--- src/design/ubxd_pkg.sv ---
// ----------------------------------------------------------------------------
// ubxd_pkg
// Shared types and constants of the binary frame deframer.
// ----------------------------------------------------------------------------
`default_nettype none

package ubxd_pkg;

    localparam int DEF_MAX_FRAME_PAYLOAD = 1024;

    localparam logic [7:0] SYNC_FIRST  = 8'hB5;
    localparam logic [7:0] SYNC_SECOND = 8'h62;

    localparam int MAXP_W = 11;
    localparam logic [MAXP_W-1:0] MAXP_RESET = 11'd1024;

    // register index on the configuration port
    localparam logic REG_MAX_PAYLOAD = 1'b0;

    // result kinds
    localparam logic [1:0] KIND_PAYLOAD  = 2'd0;
    localparam logic [1:0] KIND_GOOD     = 2'd1;
    localparam logic [1:0] KIND_CK_BAD   = 2'd2;
    localparam logic [1:0] KIND_TOO_LONG = 2'd3;

    localparam int QUEUE_DEPTH = 4;

    typedef struct packed {
        logic [1:0]  kind;
        logic [7:0]  frame_class;
        logic [7:0]  frame_id;
        logic [15:0] frame_length;
        logic [9:0]  byte_index;
        logic [7:0]  payload_byte;
        logic        last;
    } ubxd_item_t;

endpackage

`default_nettype wire

--- src/design/ubxd_front.sv ---
// ----------------------------------------------------------------------------
// ubxd_front
// Byte parser: sync hunt, header capture, length check, checksum, result build.
// ----------------------------------------------------------------------------
`default_nettype none

module ubxd_front
    import ubxd_pkg::*;
#(
    parameter int MAX_FRAME_PAYLOAD = DEF_MAX_FRAME_PAYLOAD
)
(
    input  wire logic              clk,
    input  wire logic              rst_n,
    input  wire logic              byte_valid,
    input  wire logic [7:0]        rx_byte,
    input  wire logic [MAXP_W-1:0] max_payload,
    output logic                   push,
    output ubxd_item_t             item
);

    typedef enum logic [3:0] {
        PH_HUNT,
        PH_SYNC2,
        PH_CLASS,
        PH_ID,
        PH_LEN_LO,
        PH_LEN_HI,
        PH_PAYLOAD,
        PH_CK_A,
        PH_CK_B
    } phase_t;

    localparam logic [15:0] MAX_LIMIT = 16'(MAX_FRAME_PAYLOAD);

    phase_t            phase_reg, phase_next;
    logic [7:0]        cur_class_reg, cur_class_next;
    logic [7:0]        cur_id_reg, cur_id_next;
    logic [15:0]       cur_length_reg, cur_length_next;
    logic [MAXP_W-1:0] bytes_seen_reg, bytes_seen_next;
    logic [7:0]        sum_a_reg, sum_a_next;
    logic [7:0]        sum_b_reg, sum_b_next;
    logic [7:0]        got_check_a_reg, got_check_a_next;

    logic [7:0]  add_a;
    logic [7:0]  add_b;
    logic [15:0] len_full;
    logic [15:0] limit;
    logic [15:0] cfg_limit;

    assign add_a     = sum_a_reg + rx_byte;
    assign add_b     = sum_b_reg + add_a;
    assign len_full  = {rx_byte, cur_length_reg[7:0]};
    assign cfg_limit = {{(16-MAXP_W){1'b0}}, max_payload};
    assign limit     = (MAX_LIMIT < cfg_limit) ? MAX_LIMIT : cfg_limit;

    always_comb
    begin
        phase_next       = phase_reg;
        cur_class_next   = cur_class_reg;
        cur_id_next      = cur_id_reg;
        cur_length_next  = cur_length_reg;
        bytes_seen_next  = bytes_seen_reg;
        sum_a_next       = sum_a_reg;
        sum_b_next       = sum_b_reg;
        got_check_a_next = got_check_a_reg;
        push             = 1'b0;
        item.kind         = KIND_PAYLOAD;
        item.byte_index   = 10'd0;
        item.payload_byte = 8'd0;
        item.last         = 1'b0;

        if (byte_valid)
        begin
            case (phase_reg)
                PH_SYNC2:
                begin
                    if (rx_byte == SYNC_SECOND)
                    begin
                        phase_next = PH_CLASS;
                        sum_a_next = 8'd0;
                        sum_b_next = 8'd0;
                    end
                    else if (rx_byte != SYNC_FIRST)
                    begin
                        phase_next = PH_HUNT;
                    end
                end
                PH_CLASS:
                begin
                    cur_class_next = rx_byte;
                    sum_a_next     = add_a;
                    sum_b_next     = add_b;
                    phase_next     = PH_ID;
                end
                PH_ID:
                begin
                    cur_id_next = rx_byte;
                    sum_a_next  = add_a;
                    sum_b_next  = add_b;
                    phase_next  = PH_LEN_LO;
                end
                PH_LEN_LO:
                begin
                    cur_length_next = {8'd0, rx_byte};
                    sum_a_next      = add_a;
                    sum_b_next      = add_b;
                    phase_next      = PH_LEN_HI;
                end
                PH_LEN_HI:
                begin
                    cur_length_next = len_full;
                    sum_a_next      = add_a;
                    sum_b_next      = add_b;
                    bytes_seen_next = '0;
                    if (len_full > limit)
                    begin
                        // oversize frame: report and go back to hunting
                        phase_next = PH_HUNT;
                        push       = 1'b1;
                        item.kind  = KIND_TOO_LONG;
                        item.last  = 1'b1;
                    end
                    else if (len_full == 16'd0)
                    begin
                        phase_next = PH_CK_A;
                    end
                    else
                    begin
                        phase_next = PH_PAYLOAD;
                    end
                end
                PH_PAYLOAD:
                begin
                    sum_a_next        = add_a;
                    sum_b_next        = add_b;
                    push              = 1'b1;
                    item.kind         = KIND_PAYLOAD;
                    item.byte_index   = bytes_seen_reg[9:0];
                    item.payload_byte = rx_byte;
                    bytes_seen_next   = bytes_seen_reg + 1'b1;
                    if ({{(16-MAXP_W){1'b0}}, bytes_seen_next} >= cur_length_reg)
                    begin
                        phase_next = PH_CK_A;
                    end
                end
                PH_CK_A:
                begin
                    got_check_a_next = rx_byte;
                    phase_next       = PH_CK_B;
                end
                PH_CK_B:
                begin
                    phase_next = PH_HUNT;
                    push       = 1'b1;
                    item.last  = 1'b1;
                    if ((got_check_a_reg == sum_a_reg) && (rx_byte == sum_b_reg))
                    begin
                        item.kind = KIND_GOOD;
                    end
                    else
                    begin
                        item.kind = KIND_CK_BAD;
                    end
                end
                default:
                begin
                    // hunting, and any code that means nothing
                    phase_next = (rx_byte == SYNC_FIRST) ? PH_SYNC2 : PH_HUNT;
                end
            endcase
        end

        item.frame_class  = cur_class_next;
        item.frame_id     = cur_id_next;
        item.frame_length = cur_length_next;
    end

    always_ff @(posedge clk or negedge rst_n)
    begin
        if (!rst_n)
        begin
            phase_reg       <= PH_HUNT;
            cur_class_reg   <= '0;
            cur_id_reg      <= '0;
            cur_length_reg  <= '0;
            bytes_seen_reg  <= '0;
            sum_a_reg       <= '0;
            sum_b_reg       <= '0;
            got_check_a_reg <= '0;
        end
        else
        begin
            phase_reg       <= phase_next;
            cur_class_reg   <= cur_class_next;
            cur_id_reg      <= cur_id_next;
            cur_length_reg  <= cur_length_next;
            bytes_seen_reg  <= bytes_seen_next;
            sum_a_reg       <= sum_a_next;
            sum_b_reg       <= sum_b_next;
            got_check_a_reg <= got_check_a_next;
        end
    end

endmodule

`default_nettype wire

--- src/design/ubxd_queue.sv ---
// ----------------------------------------------------------------------------
// ubxd_queue
// Short result queue between the parser and the output stage.
// ----------------------------------------------------------------------------
`default_nettype none

module ubxd_queue
    import ubxd_pkg::*;
#(
    parameter int DEPTH = QUEUE_DEPTH
)
(
    input  wire logic        clk,
    input  wire logic        rst_n,
    input  wire logic        push,
    input  wire ubxd_item_t  push_item,
    input  wire logic        pop,
    output ubxd_item_t       pop_item,
    output logic             full,
    output logic             empty
);

    localparam int PTR_W = (DEPTH > 1) ? $clog2(DEPTH) : 1;
    localparam int CNT_W = $clog2(DEPTH + 1);

    ubxd_item_t       mem [DEPTH];
    logic [PTR_W-1:0] wr_ptr_reg, rd_ptr_reg;
    logic [CNT_W-1:0] count_reg;

    assign full     = (count_reg == CNT_W'(DEPTH));
    assign empty    = (count_reg == '0);
    assign pop_item = mem[rd_ptr_reg];

    always_ff @(posedge clk)
    begin
        if (push)
        begin
            mem[wr_ptr_reg] <= push_item;
        end
    end

    always_ff @(posedge clk or negedge rst_n)
    begin
        if (!rst_n)
        begin
            wr_ptr_reg <= '0;
            rd_ptr_reg <= '0;
            count_reg  <= '0;
        end
        else
        begin
            if (push)
            begin
                wr_ptr_reg <= (wr_ptr_reg == PTR_W'(DEPTH - 1)) ? '0 : wr_ptr_reg + 1'b1;
            end
            if (pop)
            begin
                rd_ptr_reg <= (rd_ptr_reg == PTR_W'(DEPTH - 1)) ? '0 : rd_ptr_reg + 1'b1;
            end
            if (push && !pop)
            begin
                count_reg <= count_reg + 1'b1;
            end
            else if (pop && !push)
            begin
                count_reg <= count_reg - 1'b1;
            end
        end
    end

    a_no_overflow: assert property (@(posedge clk) disable iff (!rst_n)
        !(push && full))
        else $error("queue written while full");

    a_no_underflow: assert property (@(posedge clk) disable iff (!rst_n)
        !(pop && empty))
        else $error("queue read while empty");

    a_count_range: assert property (@(posedge clk) disable iff (!rst_n)
        count_reg <= CNT_W'(DEPTH))
        else $error("queue count out of range");

    a_count_step: assert property (@(posedge clk) disable iff (!rst_n)
        (push && !pop) |=> (count_reg == $past(count_reg) + 1'b1))
        else $error("queue count did not advance on write");

endmodule

`default_nettype wire

--- src/design/ubxd_back.sv ---
// ----------------------------------------------------------------------------
// ubxd_back
// Output stage: drains the queue into the registered output channel.
// ----------------------------------------------------------------------------
`default_nettype none

module ubxd_back
    import ubxd_pkg::*;
(
    input  wire logic       clk,
    input  wire logic       rst_n,
    input  wire logic       q_empty,
    input  wire ubxd_item_t q_item,
    output logic            q_pop,
    output logic            out_valid,
    input  wire logic       out_ready,
    output ubxd_item_t      out_item
);

    logic       out_valid_reg;
    ubxd_item_t out_item_reg;

    assign q_pop     = !q_empty && (!out_valid_reg || out_ready);
    assign out_valid = out_valid_reg;
    assign out_item  = out_item_reg;

    always_ff @(posedge clk or negedge rst_n)
    begin
        if (!rst_n)
        begin
            out_valid_reg <= 1'b0;
        end
        else if (q_pop)
        begin
            out_valid_reg <= 1'b1;
        end
        else if (out_ready)
        begin
            out_valid_reg <= 1'b0;
        end
    end

    always_ff @(posedge clk)
    begin
        if (q_pop)
        begin
            out_item_reg <= q_item;
        end
    end

endmodule

`default_nettype wire

--- src/design/ubx_frame_deframer_top.sv ---
// an accepted byte's result is written into the queue, then into the output register for the master side
// throughput: one byte per cycle; results drain through a 4-entry queue
// s_tready drops only while that queue is full (output stalled)
// reset: parser hunts the first sync byte, checksum and header fields clear,
// max_payload returns to 1024
// ----------------------------------------------------------------------------
// ubx_frame_deframer_top
// Byte-stream frame parser with checksum check and an APB limit register.
// ----------------------------------------------------------------------------
`default_nettype none

module ubx_frame_deframer_top
    import ubxd_pkg::*;
#(
    parameter int MAX_FRAME_PAYLOAD = DEF_MAX_FRAME_PAYLOAD
)
(
    input  wire logic        clk,
    input  wire logic        rst_n,
    // configuration
    input  wire logic        psel,
    input  wire logic        penable,
    input  wire logic        pwrite,
    input  wire logic [2:0]  paddr,
    input  wire logic [31:0] pwdata,
    output logic [31:0]      prdata,
    output logic             pready,
    // byte stream in
    input  wire logic        s_tvalid,
    output logic             s_tready,
    input  wire logic [7:0]  s_tdata,   // rx_byte
    // result stream out
    output logic             m_tvalid,
    input  wire logic        m_tready,
    output logic [55:0]      m_tdata,   // frame_class, frame_id, frame_length,
                                        // byte_index, payload_byte, zero fill
    output logic [1:0]       m_tuser,   // kind
    output logic             m_tlast
);

    logic [MAXP_W-1:0] max_payload_reg;
    logic              cfg_write;
    logic              byte_valid;
    logic              push;
    logic              q_pop;
    logic              q_full;
    logic              q_empty;
    ubxd_item_t        front_item;
    ubxd_item_t        q_item;
    ubxd_item_t        out_item;

    assign pready    = 1'b1;
    assign cfg_write = psel && penable && pwrite && pready && (paddr[2] == REG_MAX_PAYLOAD);
    assign prdata    = (paddr[2] == REG_MAX_PAYLOAD) ?
                       {{(32-MAXP_W){1'b0}}, max_payload_reg} : 32'd0;

    always_ff @(posedge clk or negedge rst_n)
    begin
        if (!rst_n)
        begin
            max_payload_reg <= MAXP_RESET;
        end
        else if (cfg_write)
        begin
            max_payload_reg <= pwdata[MAXP_W-1:0];
        end
    end

    assign s_tready   = !q_full;
    assign byte_valid = s_tvalid && s_tready;

    ubxd_front #(
        .MAX_FRAME_PAYLOAD(MAX_FRAME_PAYLOAD)
    ) u_front (
        .clk        (clk),
        .rst_n      (rst_n),
        .byte_valid (byte_valid),
        .rx_byte    (s_tdata),
        .max_payload(max_payload_reg),
        .push       (push),
        .item       (front_item)
    );

    ubxd_queue #(
        .DEPTH(QUEUE_DEPTH)
    ) u_queue (
        .clk      (clk),
        .rst_n    (rst_n),
        .push     (push),
        .push_item(front_item),
        .pop      (q_pop),
        .pop_item (q_item),
        .full     (q_full),
        .empty    (q_empty)
    );

    ubxd_back u_back (
        .clk      (clk),
        .rst_n    (rst_n),
        .q_empty  (q_empty),
        .q_item   (q_item),
        .q_pop    (q_pop),
        .out_valid(m_tvalid),
        .out_ready(m_tready),
        .out_item (out_item)
    );

    assign m_tdata = {6'd0, out_item.payload_byte, out_item.byte_index,
                      out_item.frame_length, out_item.frame_id, out_item.frame_class};
    assign m_tuser = out_item.kind;
    assign m_tlast = out_item.last;

endmodule

`default_nettype wire
--- config.mk ---
export PLATFORM = sky130hd
export DESIGN_NAME = ubx_frame_deframer_top
export DESIGN_NICKNAME = d
export VERILOG_FILES = /design/src/design/ubxd_pkg.sv /design/src/design/ubxd_front.sv /design/src/design/ubxd_queue.sv /design/src/design/ubxd_back.sv /design/src/design/ubx_frame_deframer_top.sv
export SDC_FILE = /design/constraint.sdc
export NUM_CORES = 1
export LEC_CHECK = 0
export ABC_AREA = 1
export BUFFER_PORTS_ARGS = -buffer_cell sky130_fd_sc_hd__buf_2
export CAP_MARGIN = 20
export CORE_MARGIN = 1
export CORE_UTILIZATION = 41
export DETAILED_ROUTE_END_ITERATION = 8
export PLACE_DENSITY_LB_ADDON = 0.3
export SLEW_MARGIN = 5
export SYNTH_ARGS = -nofsm -noshare
export SYNTH_HDL_FRONTEND = slang
export SYNTH_SLANG_ARGS = --single-unit
--- constraint.sdc ---
create_clock -name clk -period 6.83 [get_ports clk]
set_input_delay 0 -clock clk [delete_from_list [all_inputs] [get_ports clk]]
set_output_delay 0 -clock clk [all_outputs]
set_load 0.02 [all_outputs]
==> run metrics, run 1 <==
Synth Instances 1295; Top cell by count, worst path nand2_1; antenna fix cells 0; antenna violations before repair 1; clk sinks 355; sequential share of power 43.5%; Finished Layout Cells 1898; number of remaining DRC errors 0; final clock skew 9.88 ps; GRT overflow 0; crit path kind flop to flop; setup violators final 0; DPL Wire Length 20.3 mm; Startpoint Class flop; P_leak 6.95 nW; FFs w/ async S/R, synth 25.4%; Tmin final 4040 ps; Synth Area in XOR/XNOR 1.74%; switching part of the total power 30.8%; Pint 0.00419 W; final hold violations 0; required time worst endpoint 6990 ps; Simple-Gate Fraction of Synth Area 11.0%; register bit total from synthesis 355; largest net degree at the start of global routing 109; Fmax 248 MHz; clk_lat worst skew 530 ps; Synth Area in Compound Gates 10.3%; cell area after synthesis 0.0151 mm^2; IO buf count 92; Power Dens Cells 348 mW/mm^2; vias in the first global route 9326; final slew viol count 0; slowest cell delay on critical path 750 ps; status finished clean; top cell family by delay on the critical path simple AND/OR/NAND/NOR gates; Clock Power Share 34.1%; Die Span X 194 um; Die ar. 0.0377 mm^2; worst-path cell chain inv_1 -> nand4_1 -> nor3_1 -> a21oi_1 -> clkinv_1 -> nand2_1 -> ha_1 -> nand2_1 -> nor2_1 -> nand2_1 -> nand2_1 -> nand2_1 -> nand2_1 -> nand3_1 -> nand3_2 -> nand2_2 -> nor2_4 -> buf_4; number of max-cap violations 0; global-route usage over all layers 17.6%; WP buf/inv 3; worst endpoint data arrival time 4200 ps; most common cell after layout, fill and taps aside edfxtp_1; Slowest cell on crit path nor2_4; synthesized area per cell 11.7 um^2; number of flip-flops in the largest register 212; Initial Util 41.6%; count of different cell masters after synthesis 44; Root Driver clkbuf_16; Area Overhead vs Synth 14.8%; Die Ht 194 um; main combinational cell family by area after synthesis simple AND/OR/NAND/NOR gates; Slew @ Worst Pin 1080 ps; I/O Pins 144; TritonRoute pass-1 iters 5; WL/cell 17.4 um; hold_ws 3.77 ps; global-route wire length before repair 51.7 mm; CTS tree done; Synth Area in Adders 3.95%; Total Wirelength 33.0 mm; EDFF count, synth 265; Hold WC Path Type input pin to asynchronous set/reset pin; most frequent cells in the layout edfxtp_1, nor2_1, o21ai_0; slew margin rel. 28.3%; Final nets 1499; peak supply drop 221 uV; clk buf depth 3; NetSw 0.00186 W; post-route ant nets 0; via count 9646; RSZ-0062 raised after global routing no; H-tree levels 2; register area share after synthesis 67.4%; post-cts sizing count 0; share of cells above drive strength 1 14.0%; fin crit share 59.1%; combinational fraction of design power 22.3%; post-CTS setup buffer count 0; DR iter-0 viols 741; Warnings, synthesis 0; setup_tns 0 ps; FP Rows 70; dpl cells 1817; vias per inst 5.08; Clk pin slew, worst setup/hold paths 60 ps; post-synthesis mux area share 0%; most used flip-flop cell after synthesis edfxtp_1; Critical Path Sink Type flop; placer's final routability congestion estimate 0.852; cts bufs inserted 38; fill cell count 3229; Core Area 0.0364 mm^2; crit-path max FO 30
==> worst paths after layout <==
check / cells after the start / slack [ps] / start / to
worst min-delay path: 2 / 4 / rst_n / max_payload_reg[0]
max in group asynchronous: 3 / 5680 / rst_n / u_front.sum_b_reg[5]
worst min register to register: 2 / 510 / u_front.bytes_seen_reg[10] / u_front.bytes_seen_reg[10]
worst max register to register: 18 / 2790 / max_payload_reg[6] / u_queue.mem[3][1]
worst max-delay path: 18 / 2790 / max_payload_reg[6] / u_queue.mem[3][1]
min in group clk: 7 / 50 / s_tdata[4] / u_front.phase_reg[0]
==> area by class of cell <==
| class | instances | area (um^2) | share of cell area, % |
|---|---|---|---|
| clock inverter | 16 | 209 | 1.20 |
| clock buffer | 51 | 1050 | 6.05 |
| timing repair buffer | 115 | 671 | 3.86 |
| sequential | 355 | 10200 | 58.7 |
| multi-input combinational | 780 | 4230 | 24.3 |
| tap | 468 | 586 | 3.37 |
| inverter | 113 | 424 | 2.44 |
==> through the flow <==
step	utilization, %	power, W	setup slack [ps]	instance area, um^2
finish	47.7	0.00606	2790	17400
global route	47.7	0.00634	2430	17400
CTS	47.7	0.00612	2690	17400
detailed placement	43.9	0.00405	2730	16000
global placement	43.9	0.00402	2790	16000
floorplan	-	0.00362	1960	15200
==> routing by layer <==
layer / vias up / part of all wire, % / global-route usage [%]
met2: 264 / 45 / 27.9
met4: 0 / 2.1 / 5.14
li1: 4697 / - / -
met1: 4630 / 47 / 24.9
met3: 55 / 5.7 / 3.04
met5: - / 0 / 0
==> kinds of logic after synthesis <==
family          after synthesis
other cells                   2
buf+inv                     186
simple gates                392
compound gates              284
fa+ha+maj                    46
xor+xnor                     30
flops                       355
==> synth_stat cells, drive strengths merged, types with 2 or more instances <==
master / count / area share, %
ha: 43 / 3.6
nand2: 142 / 3.6
a21o: 2 / 0.099
clkbuf: 37 / 0.92
dfrtp: 89 / 15
o22ai: 66 / 2.7
nand3: 30 / 1.1
xnor2: 13 / 0.75
fa: 3 / 0.40
clkinv: 2 / 0.050
nor2: 188 / 4.9
or2: 3 / 0.12
buf: 36 / 1.8
a22o: 4 / 0.23
a21oi: 40 / 1.4
nor3: 9 / 0.33
inv: 111 / 2.8
conb: 2 / 0.050
edfxtp: 265 / 53
xor2: 17 / 0.98
o21ai: 167 / 5.6
nand4: 17 / 0.79
==> timing repair <==
action	CTS	global route
endpoints found under the setup margin	0	0
endpoints found under the hold margin	51	0
hold buffers	14	0
==> power groups by stage <==
stage	clock, W	combinational, W	sequential [W]
3_5_place_dp	0	0.00137	0.00268
6_report	0.00207	0.00135	0.00263
2_1_floorplan	0	0.000718	0.00290
3_3_place_gp	0	0.00134	0.00268
4_1_cts	0.00210	0.00138	0.00264
5_1_grt	0.00219	0.00150	0.00265
==> worst reg2reg max path, delay by kind of cell, from the launching register on <==
family                     cells  cell delay, ps
DFF                            1             380
buffers and inverters          3             830
AOI/OAI and AO/OA              1             110
adders and majority gates      1             300
and+or+nand+nor               13            2030
Note: power is estimated with default switching activity, not from simulation.
==> run 2, diff against run 1 <==
Clock period 6.83 ns to 4.1 ns, I/O delays scaled along.
==> run metrics, run 2 (synthesis gave the netlist of run 1 again) <==
hold endpoint u_front.phase_reg[0]; CTS tree done; Slew @ Worst Pin 1080 ps (+7.63 ps); slowest cell delay on critical path 380 ps (-370 ps); vias in the first global route 9250 (-0.81%); dpl cells 1820 (+0.17%); Place WS 566 ps (-2160 ps); Die ar. 0.0377 mm^2 (unchanged); Die Span X 194 um (unchanged); DPL Wire Length 19.9 mm (-2.0%); final setup margin 575 ps (-2220 ps); Reg2Reg Setup Slack 580 ps (-2220 ps); Top cell by count, worst path nand2_1; H-tree levels 2 (unchanged); placer's final routability congestion estimate 0.852 (about the same); required time worst endpoint 4490 ps (-2500 ps); number of max-cap violations 0 (unchanged); Final nets 1502 (+0.20%); TritonRoute pass-1 iters 6 (+1); post-CTS setup buffer count 0 (unchanged); Core Area 0.0364 mm^2 (unchanged); setup violators final 0 (unchanged); global-route usage over all layers 17.3% (-0.32 points); global-route wire length before repair 51.0 mm (-1.4%); most frequent cells in the layout edfxtp_1, nor2_1, o21ai_0; RR Endpoint u_queue.count_reg[2]; crit path kind flop to flop; Finished Layout Cells 1902 (+0.21%); Startpoint Class flop; Power Dens Cells 567 mW/mm^2 (+63%); antenna violations before repair 0 (-1); vias per inst 5.08 (about the same); final slew viol count 0 (unchanged); Clk pin slew, worst setup/hold paths 60 ps (about the same); clk sinks 355 (unchanged); post-route cell area 0.0174 mm^2 (-0.15%); Fmax 284 MHz (+15%); FP Rows 70 (unchanged); Tmin final 3520 ps (-514 ps); clk buf depth 3 (unchanged); post-route ant nets 0 (unchanged); Root Driver clkbuf_16; number of remaining DRC errors 0 (unchanged); min-delay src s_tdata[4]; share of cells above drive strength 1 13.6% (-0.39 points); Total Wirelength 32.2 mm (-2.3%); Hold WC Path Type input pin to flop; largest net degree at the start of global routing 109 (unchanged); peak supply drop 303 uV (+37%); via count 9664 (+0.19%); worst-path cell chain inv_1 -> nand4_1 -> nor3_1 -> a21oi_1 -> clkinv_1 -> nand2_1 -> ha_1 -> nand2_1 -> nor2_1 -> nand2_1 -> nand2_1 -> nand2_1 -> nand2_1 -> nand3_1 -> nand3_2 -> nand2_2 -> inv_1 -> ha_1 -> inv_1 -> fa_1 -> a21oi_1 -> o21ai_0 -> xor2_1; reg2reg start max_payload_reg[3]; WL/cell 16.9 um (-2.5%); I/O Pins 144 (unchanged); Initial Util 41.6% (unchanged); RSZ-0062 raised after global routing no; GRT overflow 0 (unchanged); final hold violations 0 (unchanged); Die Ht 194 um (unchanged); crit-path max FO 9 (-70%); Slowest cell on crit path dfrtp_1; DR iter-0 viols 736 (-0.67%); R2R depth 23 (+5); IO buf count 92 (unchanged); Critical Path Sink Type flop; Hold Path Depth 7; most common cell after layout, fill and taps aside edfxtp_1; slew margin rel. 27.8% (-0.51 points); worst endpoint data arrival time 3920 ps (-280 ps); hold_ws 33.9 ps (+30.1 ps); clk_lat worst skew 530 ps (about the same); cts bufs inserted 38 (unchanged); fin crit share 86.0% (+27 points); number of flip-flops in the largest register 212 (unchanged); antenna fix cells 0 (unchanged); status finished clean; final clock skew 16.9 ps (+6.98 ps); Cell Area, Placed 0.0161 mm^2 (+0.45%); Area Overhead vs Synth 14.7%; P_leak 6.93 nW (-0.30%)
run 2: critical path, delay by kind of cell (launching register included):
family                   cells  cell delay [ps]
XOR/XNOR                     1              160
flip-flops                   1              380
adder cells (fa/ha/maj)      3              820
AO/OA/AOI/OAI                3              370
buffers and inverters        4              470
AND/OR/NAND/NOR             12             1180
run 2: worst max path at each step:
stage	start	to	slack, ps	cells after the start
CTS	max_payload_reg[3]	u_queue.count_reg[2]	550	23
finish	max_payload_reg[3]	u_queue.count_reg[2]	580	23
floorplan	max_payload_reg[10]	u_queue.mem[0][0]	-520	13
detailed placement	max_payload_reg[3]	u_queue.count_reg[2]	570	23
global placement	max_payload_reg[3]	u_queue.count_reg[2]	640	25
global route	max_payload_reg[6]	u_queue.count_reg[2]	140	23
run 2: final cells by class:
class	instances	area, um^2
inverters	113	424
fillers	3244	19100
repair buffers	118	743
multi-input cells	780	4230
clock buffers	52	1040
flip-flops and latches	355	10200
well taps	468	586
clock inverters	16	116
run 2: power breakdown:
part           internal [W]  leakage [nW]  switching [W]
combinational      0.000633          2.78        0.00162
clock               0.00185         0.565        0.00135
sequential          0.00429          3.59      0.0000942
total               0.00678          6.93        0.00307
run 2: what timing repair did:
action                                  in CTS  in global routing
gates resized for setup                      0                  0
endpoints found under the setup margin       0                  0
hold buffers                                14                  0
hold endpoints to repair                    74                  0
run 2: per-layer routing:
layer	wire length (um)	vias up	global-route usage, %
met5	0	-	0
met4	581	0	4.70
met3	1760	45	2.80
met2	14800	278	27.4
met1	15100	4636	24.7
li1	-	4705	-
run 2: metrics by stage:
stage | utilization, % | TNS (ps) | power, W
2_1_floorplan | - | -109240 | 0.00602
3_3_place_gp | 44.1 | 0 | 0.00669
3_5_place_dp | 44.1 | 0 | 0.00674
4_1_cts | 47.6 | 0 | 0.00995
5_1_grt | 47.6 | 0 | 0.0104
6_report | 47.6 | 0 | 0.00985
